File: src/rtl/fss_pkg.sv
// Shared types, constants and helpers for the fuzzy subsequence scorer.
`default_nettype none

package fss_pkg;

    localparam logic [7:0] ASCII_SPACE = 8'h20;
    localparam logic [7:0] ASCII_SLASH = 8'h2F;
    localparam logic [7:0] ASCII_UPPER_A = 8'h41;
    localparam logic [7:0] ASCII_UPPER_Z = 8'h5A;
    localparam logic [7:0] ASCII_CASE_BIT = 8'h20;

    localparam logic [4:0] SCORE_MATCH = 5'd10;
    localparam logic [4:0] SCORE_ADJACENT = 5'd8;
    localparam logic [4:0] SCORE_WORD_START = 5'd6;
    localparam logic [4:0] SCORE_COMMAND = 5'd4;

    localparam int LEN_PENALTY_SHIFT = 4;
    localparam int INDEX_PENALTY_SHIFT = 6;

    localparam int SCORE_W = 12;
    localparam int RUN_W = 10;
    localparam int INDEX_W = 16;
    localparam int QLEN_W = 5;
    localparam int QWORD_W = 64;

    typedef enum logic [1:0] {
        CFG_QUERY_LOW  = 2'd0,
        CFG_QUERY_HIGH = 2'd1,
        CFG_QUERY_LEN  = 2'd2
    } fss_cfg_idx_t;

    typedef struct packed {
        logic [QWORD_W-1:0] chars_low;
        logic [QWORD_W-1:0] chars_high;
        logic [QLEN_W-1:0]  length;
    } fss_cfg_t;

    typedef struct packed {
        logic [7:0]         char_byte;
        logic               in_command;
        logic [INDEX_W-1:0] entry_index;
        logic               last_char;
    } fss_word_t;

    typedef struct packed {
        logic               valid;
        logic [SCORE_W-1:0] score;
        logic [INDEX_W-1:0] index;
    } fss_result_t;

    function automatic logic [7:0] lower_ascii(input logic [7:0] c);
        logic [7:0] r;
        r = c;
        if (c >= ASCII_UPPER_A && c <= ASCII_UPPER_Z)
        begin
            r = c | ASCII_CASE_BIT;
        end
        return r;
    endfunction

endpackage

`default_nettype wire

File: src/rtl/fss_match_core.sv
// Per-entry greedy match state and scoring for one text byte per step.
`default_nettype none

module fss_match_core
    import fss_pkg::*;
#(
    parameter int MAX_QUERY_CHARS = 16,
    parameter int MAX_TEXT_LEN = 4096
)
(
    input  wire logic        clk,
    input  wire logic        rst_n,
    input  wire logic        step,
    input  wire fss_word_t   word,
    input  wire fss_cfg_t    cfg,
    output fss_result_t      result
);

    localparam int QW = $clog2(MAX_QUERY_CHARS + 1);
    localparam int POSW = $clog2(MAX_TEXT_LEN);

    logic [QW-1:0]    ptr_reg, ptr_next;
    logic [POSW-1:0]  pos_reg, pos_next;
    logic [7:0]       prev_byte_reg, prev_byte_next;
    logic             prev_matched_reg, prev_matched_next;
    logic [RUN_W-1:0] run_reg, run_next;

    logic [2*QWORD_W-1:0]       qall;
    logic [QW-1:0]              n_used;
    logic [7:0]                 c;
    logic [MAX_QUERY_CHARS-1:0] nonspace, cand, first, eq, sfx;
    logic                       hit, found, pending;
    logic [QW-1:0]              first_idx, ptr_upd;
    logic [4:0]                 add;
    logic [RUN_W-1:0]           run_upd;
    logic [POSW-1:0]            pos_upd;
    logic [17:0]                score_full;

    assign qall = {cfg.chars_high, cfg.chars_low};
    assign c = lower_ascii(word.char_byte);
    assign n_used = (cfg.length > QLEN_W'(MAX_QUERY_CHARS)) ? QW'(MAX_QUERY_CHARS)
                                                            : QW'(cfg.length);

    always_comb
    begin
        logic seen;
        logic tail;
        seen = 1'b0;
        tail = 1'b0;
        first_idx = '0;
        for (int i = 0; i < MAX_QUERY_CHARS; i++)
        begin
            nonspace[i] = (QW'(i) < n_used) && (lower_ascii(qall[8*i +: 8]) != ASCII_SPACE);
            eq[i] = (lower_ascii(qall[8*i +: 8]) == c);
            cand[i] = nonspace[i] && (QW'(i) >= ptr_reg);
            first[i] = cand[i] && !seen;
            seen = seen | cand[i];
            if (first[i])
            begin
                first_idx = QW'(i);
            end
        end
        for (int i = MAX_QUERY_CHARS - 1; i >= 0; i--)
        begin
            sfx[i] = tail;
            tail = tail | nonspace[i];
        end
    end

    assign found = |first;
    assign hit = |(first & eq);
    assign pending = |(first & (~eq | sfx));

    always_comb
    begin
        if (hit)
        begin
            ptr_upd = first_idx + QW'(1);
        end
        else if (found)
        begin
            ptr_upd = first_idx;
        end
        else if (ptr_reg < n_used)
        begin
            ptr_upd = n_used;
        end
        else
        begin
            ptr_upd = ptr_reg;
        end
    end

    always_comb
    begin
        add = SCORE_MATCH;
        if (prev_matched_reg)
        begin
            add = add + SCORE_ADJACENT;
        end
        if (pos_reg == '0 || prev_byte_reg == ASCII_SPACE || prev_byte_reg == ASCII_SLASH)
        begin
            add = add + SCORE_WORD_START;
        end
        if (word.in_command)
        begin
            add = add + SCORE_COMMAND;
        end
    end

    assign run_upd = hit ? (run_reg + RUN_W'(add)) : run_reg;
    assign pos_upd = (pos_reg == POSW'(MAX_TEXT_LEN - 1)) ? pos_reg : (pos_reg + POSW'(1));

    // Empty query scores only the recency penalty.
    always_comb
    begin
        if (n_used == '0)
        begin
            score_full = 18'd0 - 18'(word.entry_index >> INDEX_PENALTY_SHIFT);
        end
        else
        begin
            score_full = 18'(run_upd) - 18'(pos_upd >> LEN_PENALTY_SHIFT)
                         - 18'(word.entry_index >> INDEX_PENALTY_SHIFT);
        end
    end

    always_comb
    begin
        result.valid = step && word.last_char && !pending;
        result.score = score_full[SCORE_W-1:0];
        result.index = word.entry_index;
    end

    always_comb
    begin
        ptr_next = ptr_reg;
        pos_next = pos_reg;
        prev_byte_next = prev_byte_reg;
        prev_matched_next = prev_matched_reg;
        run_next = run_reg;
        if (step)
        begin
            if (word.last_char)
            begin
                ptr_next = '0;
                pos_next = '0;
                prev_byte_next = '0;
                prev_matched_next = 1'b0;
                run_next = '0;
            end
            else
            begin
                ptr_next = ptr_upd;
                pos_next = pos_upd;
                prev_byte_next = c;
                prev_matched_next = hit;
                run_next = run_upd;
            end
        end
    end

    always_ff @(posedge clk or negedge rst_n)
    begin
        if (!rst_n)
        begin
            ptr_reg <= '0;
            pos_reg <= '0;
            prev_byte_reg <= '0;
            prev_matched_reg <= 1'b0;
            run_reg <= '0;
        end
        else
        begin
            ptr_reg <= ptr_next;
            pos_reg <= pos_next;
            prev_byte_reg <= prev_byte_next;
            prev_matched_reg <= prev_matched_next;
            run_reg <= run_next;
        end
    end

    a_clear_after_last: assert property (@(posedge clk) disable iff (!rst_n)
        step && word.last_char |=> ptr_reg == '0 && pos_reg == '0 && run_reg == '0)
        else $error("entry state not cleared after last byte");

    a_ptr_moves_on_step_only: assert property (@(posedge clk) disable iff (!rst_n)
        !step |=> $stable(ptr_reg) && $stable(pos_reg) && $stable(run_reg))
        else $error("entry state changed without a step");

    a_adjacent_needs_hit: assert property (@(posedge clk) disable iff (!rst_n)
        prev_matched_reg |-> pos_reg != '0)
        else $error("adjacent flag set at entry start");

endmodule

`default_nettype wire

File: src/rtl/fuzzy_subsequence_scorer_top.sv
// Top level of the fuzzy subsequence scorer: config registers and word pipeline.
//
// Usage: program the query with the config write port (cfg_we, cfg_index,
// cfg_data) while no entry is in flight: index 0 and 1 hold query bytes 0..15,
// index 2 the number of bytes in use. Then stream each history entry one text
// byte per word on the input channel (valid/ready), with last_char set on the
// entry's final byte. A matching entry gives one result word (match_score,
// result_index) on the output channel; an entry that does not match gives none.
// Throughput: one byte per cycle while the receiver does not stall, set by the
// greedy pointer update in the match core. A result word is scored out of the
// input register straight into the result register, which drives out_valid.
// When the receiver stalls, the result register holds and the input register
// holds one more byte; in_ready drops only while both are full.
// Reset clears the query, the per-entry state and the valid flags of both pipeline registers.
`default_nettype none

module fuzzy_subsequence_scorer_top
    import fss_pkg::*;
#(
    parameter int MAX_QUERY_CHARS = 16,
    parameter int MAX_TEXT_LEN = 4096
)
(
    input  wire logic                       clk,
    input  wire logic                       rst_n,
    input  wire logic                       cfg_we,
    input  wire logic [1:0]                 cfg_index,
    input  wire logic [QWORD_W-1:0]         cfg_data,
    input  wire logic                       in_valid,
    output logic                            in_ready,
    input  wire logic [7:0]                 char_byte,
    input  wire logic                       in_command,
    input  wire logic [INDEX_W-1:0]         entry_index,
    input  wire logic                       last_char,
    output logic                            out_valid,
    input  wire logic                       out_ready,
    output logic signed [SCORE_W-1:0]       match_score,
    output logic [INDEX_W-1:0]              result_index
);

    fss_cfg_t    cfg_reg, cfg_next;
    fss_word_t   word_reg, word_next;
    logic        in_valid_reg, in_valid_next;
    logic        out_valid_reg, out_valid_next;
    logic signed [SCORE_W-1:0] out_score_reg, out_score_next;
    logic [INDEX_W-1:0]        out_index_reg, out_index_next;
    logic        advance, step, in_take;
    fss_result_t result;

    assign advance = !out_valid_reg || out_ready;
    assign step = in_valid_reg && advance;
    assign in_ready = !in_valid_reg || advance;
    assign in_take = in_valid && in_ready;

    always_comb
    begin
        cfg_next = cfg_reg;
        if (cfg_we)
        begin
            unique case (cfg_index)
                CFG_QUERY_LOW:  cfg_next.chars_low = cfg_data;
                CFG_QUERY_HIGH: cfg_next.chars_high = cfg_data;
                CFG_QUERY_LEN:  cfg_next.length = cfg_data[QLEN_W-1:0];
                default:        cfg_next = cfg_reg;
            endcase
        end
    end

    always_comb
    begin
        word_next = word_reg;
        in_valid_next = in_valid_reg;
        if (in_take)
        begin
            word_next.char_byte = char_byte;
            word_next.in_command = in_command;
            word_next.entry_index = entry_index;
            word_next.last_char = last_char;
            in_valid_next = 1'b1;
        end
        else if (step)
        begin
            in_valid_next = 1'b0;
        end
    end

    always_comb
    begin
        out_valid_next = out_valid_reg;
        out_score_next = out_score_reg;
        out_index_next = out_index_reg;
        if (advance)
        begin
            out_valid_next = result.valid;
            if (result.valid)
            begin
                out_score_next = $signed(result.score);
                out_index_next = result.index;
            end
        end
    end

    fss_match_core #(
        .MAX_QUERY_CHARS(MAX_QUERY_CHARS),
        .MAX_TEXT_LEN(MAX_TEXT_LEN)
    ) u_core (
        .clk(clk),
        .rst_n(rst_n),
        .step(step),
        .word(word_reg),
        .cfg(cfg_reg),
        .result(result)
    );

    always_ff @(posedge clk or negedge rst_n)
    begin
        if (!rst_n)
        begin
            cfg_reg <= '0;
            in_valid_reg <= 1'b0;
            out_valid_reg <= 1'b0;
        end
        else
        begin
            cfg_reg <= cfg_next;
            in_valid_reg <= in_valid_next;
            out_valid_reg <= out_valid_next;
        end
    end

    always_ff @(posedge clk)
    begin
        word_reg <= word_next;
        out_score_reg <= out_score_next;
        out_index_reg <= out_index_next;
    end

    assign out_valid = out_valid_reg;
    assign match_score = out_score_reg;
    assign result_index = out_index_reg;

    a_ready_low_only_when_full: assert property (@(posedge clk) disable iff (!rst_n)
        !in_ready |-> in_valid_reg && out_valid_reg && !out_ready)
        else $error("input stalled with room in the pipeline");

    a_result_only_on_last: assert property (@(posedge clk) disable iff (!rst_n)
        advance && !(in_valid_reg && word_reg.last_char) |=> !out_valid_reg)
        else $error("result word without a last byte");

    a_word_held_while_stalled: assert property (@(posedge clk) disable iff (!rst_n)
        in_valid_reg && !advance |=> in_valid_reg && $stable(word_reg))
        else $error("stalled input word lost or changed");

endmodule

`default_nettype wire
File: config.mk
export PLATFORM = sky130hd
export DESIGN_NAME = fuzzy_subsequence_scorer_top
export DESIGN_NICKNAME = d
export VERILOG_FILES = /design/src/rtl/fss_pkg.sv /design/src/rtl/fss_match_core.sv /design/src/rtl/fuzzy_subsequence_scorer_top.sv
export SDC_FILE = /design/constraint.sdc
export NUM_CORES = 1
export LEC_CHECK = 0
export ABC_CLOCK_PERIOD_IN_PS = 7400
export BUFFER_PORTS_ARGS = -buffer_cell sky130_fd_sc_hd__buf_2
export CAP_MARGIN = 40
export CORE_ASPECT_RATIO = 1.2
export CORE_UTILIZATION = 45
export CTS_CLUSTER_SIZE = 10
export DETAILED_ROUTE_END_ITERATION = 12
export MAX_ROUTING_LAYER = met4
export PLACE_DENSITY = 0.62
export SETUP_SLACK_MARGIN = 0.5
export SLEW_MARGIN = 10
export SYNTH_ARGS = -nofsm -noshare
export SYNTH_HDL_FRONTEND = slang
export SYNTH_SLANG_ARGS = --single-unit
File: constraint.sdc
create_clock -name clk -period 7.4 [get_ports clk]
set_clock_uncertainty 0.2 [all_clocks]
set_input_delay 0.37 -clock clk [delete_from_list [all_inputs] [get_ports clk]]
set_output_delay 0.37 -clock clk [all_outputs]
set_load 0.02 [all_outputs]
==> results.yml <==
place:
  dp.cells: 1750
  hpwl_um: 25100
  dpl-instance-area_um2: 14400
  io_buffers: 126
  gp_congestion: 1.01
  pre_cts_slack_ns: 0.862
finish:
  fin_cells: 1886
  largest_reg_flops: 133
  syn_to_final_growth_pct: 21.2
  fin_area_um2: 16100
  num_antenna_cells: 0
  fin_nets: 1619
  drive_above_1_share: 0.231
  utilization: 0.557
worst_setup_path:
  crit_type: "register to register"
  crit_fanout: 18
  crit_path_end_kind: "register"
  cp.required_ns: 7.57
  arrival_ns: 6.59
  cp-start-kind: "register"
routing:
  drt-pass1-iter-count: 5
  drtAntennaViolNets: 0
  drcViolationCount: 0
  wirelength_um: 35200
  drtIter0Drc: 542
  vias: 10531
  wl_per_cell_um: 18.7
  vias_per_cell: 5.58
synth:
  synth_cell_types: 76
  synth_edf_count: 54
  synthTopCellsByCount: "dfrtp_1, mux2_2, nand2_1"
  netlist_area_um2: 13300
  synth_warnings: 0
  avgSynthCellArea_um2: 10.4
  yosys-top-cells-area: "dfrtp_1, edfxtp_1, mux2_2, xnor2_1, xor2_1"
  synth_seq_area_share: 0.442
  synth_top_cell_area_share: 0.320
  synth-async-reset-ratio: 0.759
  yosysMostFrequentCell: "dfrtp_1"
  ys_ff_latch: 224
  syn_inst: 1277
  yosys.area.top_type: "dfrtp_1"
  syn-num-nets: 1407
  synthFlopType: "dfrtp_1"
pwr:
  p_total_mw: 5.07
  power.density_nw_per_um2: 315
  power_leakage_nw: 6.59
  peakVddDrop_mv: 0.232
status:
  status: "completed"
sta:
  maxSlewViolCount: 0
  hold_slack_ns: 0.0498
  hold_viol: 0
  final.setup.worst_slack_ns: 0.973
  finalSetupViolCount: 0
  rsz0062_at_grt: "no"
  slew_headroom: 0.384
  tightest_slew_ns: 0.917
  fin_crit_sh: 0.868
  period_minus_slack_ns: 6.43
  fin_tns_setup_ns: 0
  fmax_mhz: 156
clock_network:
  cts_buffers: 27
  cts_tree: "yes"
  clk_path_buf_depth: 3
  postCtsSetupBuffers: 0
  path_clk_slew_ns: 0.06
  insertion_delay_ns: 0.54
  htree_num_levels: 1
  cts.sinks: 224
  cts_root_buf: "clkbuf_16"
global_route:
  antenna_found_initial: 0
  grt_start_max_net_pins: 79
  grt_pass1_vias: 10802
  gr-total-overflow: 0
  grt_pass1_wl_um: 57400
  grt_use_total: 0.245
hold_path:
  min_path_type: "input pin to register"
floorplan:
  start_util: 0.459
  die_x_um: 159
  rows: 68
  ioPinCount: 127
  core-area_um2: 28900
  die_area_um2: 30200
  die_h_um: 190
job:
  cap_viol_max_count: 0
==> final timing paths <==
path | from | to | slack, ns | depth (start not counted)
setup / recovery | cfg_reg[110] | match_score[11] | 0.97 | 25
hold / removal | out_ready | out_valid | 0.05 | 3
setup reg to reg | cfg_reg[110] | match_score[11] | 0.97 | 25
hold reg to reg | word_reg[4] | result_index[3] | 0.22 | 0
max in group asynchronous | rst_n | cfg_reg[14] | 5.59 | 5
min in group asynchronous | rst_n | cfg_reg[108] | 0.54 | 3
==> report_power, final <==
| group | leakage (nW) | switching (mW) | total, mW | internal [mW] |
|---|---|---|---|---|
| registers | 2.58 | 0.246 | 1.76 | 1.52 |
| clock network | 0.366 | 0.493 | 1.17 | 0.681 |
| logic | 3.65 | 1.10 | 2.13 | 1.03 |
| total | 6.59 | 1.84 | 5.07 | 3.23 |
==> placed cells by master, fill, tap and decap left out, types with 10 or more instances in the layout <==
| cell type | synthesis | routed |
|---|---|---|
| ha_1 | 30 | 30 |
| nor3_1 | 20 | 19 |
| nor4_1 | 36 | 32 |
| or4_1 | 14 | 14 |
| inv_1 | 49 | 49 |
| dlygate4sd3_1 | 0 | 95 |
| xor2_1 | 69 | 69 |
| nand2b_1 | 17 | 17 |
| nor2b_1 | 12 | 12 |
| o21ai_0 | 49 | 48 |
| o22ai_1 | 10 | 10 |
| mux2_2 | 132 | 132 |
| buf_4 | 0 | 15 |
| clkbuf_16 | 0 | 27 |
| edfxtp_1 | 54 | 54 |
| a31oi_1 | 14 | 14 |
| nand4_1 | 22 | 22 |
| nor2_1 | 78 | 77 |
| dfrtp_1 | 170 | 170 |
| xnor2_1 | 86 | 86 |
| a21oi_1 | 57 | 57 |
| buf_2 | 6 | 125 |
| nand3_1 | 30 | 30 |
| nand2_1 | 99 | 99 |
==> kinds of logic (layout without fill, tap and decap cells) <==
family | Yosys count | in the layout | synth area share
simple gates | 394 | 394 | 0.157
compound gates | 229 | 229 | 0.119
flops | 224 | 224 | 0.442
xor+xnor | 155 | 155 | 0.102
mux | 138 | 138 | 0.116
buf+inv | 104 | 328 | 0.0311
fa+ha+maj | 33 | 33 | 0.0328
==> final cells by class <==
class / count / area (um2)
Clock buffer: 38 / 737
Multi-Input combinational cell: 949 / 7050
Fill cell: 2543 / 12800
Tap cell: 385 / 482
Timing Repair Buffer: 238 / 1760
Sequential cell: 224 / 5880
Inverter: 49 / 184
Clock inverter: 3 / 21.3
==> worst max-delay path: stages (launching register included) <==
cell and delay (ns):
dfrtp_1 0.41, or4_4 0.55, o31a_1 0.33, a32oi_2 0.33, nand4_4 0.18, or4_4 0.63, a31o_4 0.25, and2_4 0.17
and2_4 0.22, mux2i_2 0.26, inv_1 0.08, ha_1 0.29, a21o_1 0.17, a21oi_1 0.16, xnor2_1 0.14, ha_1 0.24
inv_1 0.08, a21oi_1 0.05, o21ai_0 0.20, a21boi_0 0.14, o21ai_0 0.25, a21oi_1 0.12, o21ai_0 0.27, a21oi_1 0.13
o21a_1 0.17, a21boi_0 0.20
==> metal layers <==
| layer | up-vias | global-route usage | wire length (um) |
|---|---|---|---|
| met3 | 90 | 0.0228 | 1270 |
| met1 | 5108 | 0.287 | 14700 |
| li1 | 5071 | - | - |
| met5 | - | - | 0 |
| met4 | 0 | 0.0817 | 1190 |
| met2 | 262 | 0.442 | 18100 |
==> what timing repair did <==
item,CTS,global route
setup endpoints to repair,0,4
hold buffers,95,0
endpoints found under the hold margin,268,0
gates resized for setup,0,8
No activity file was read; power rests on OpenSTA's default activity.
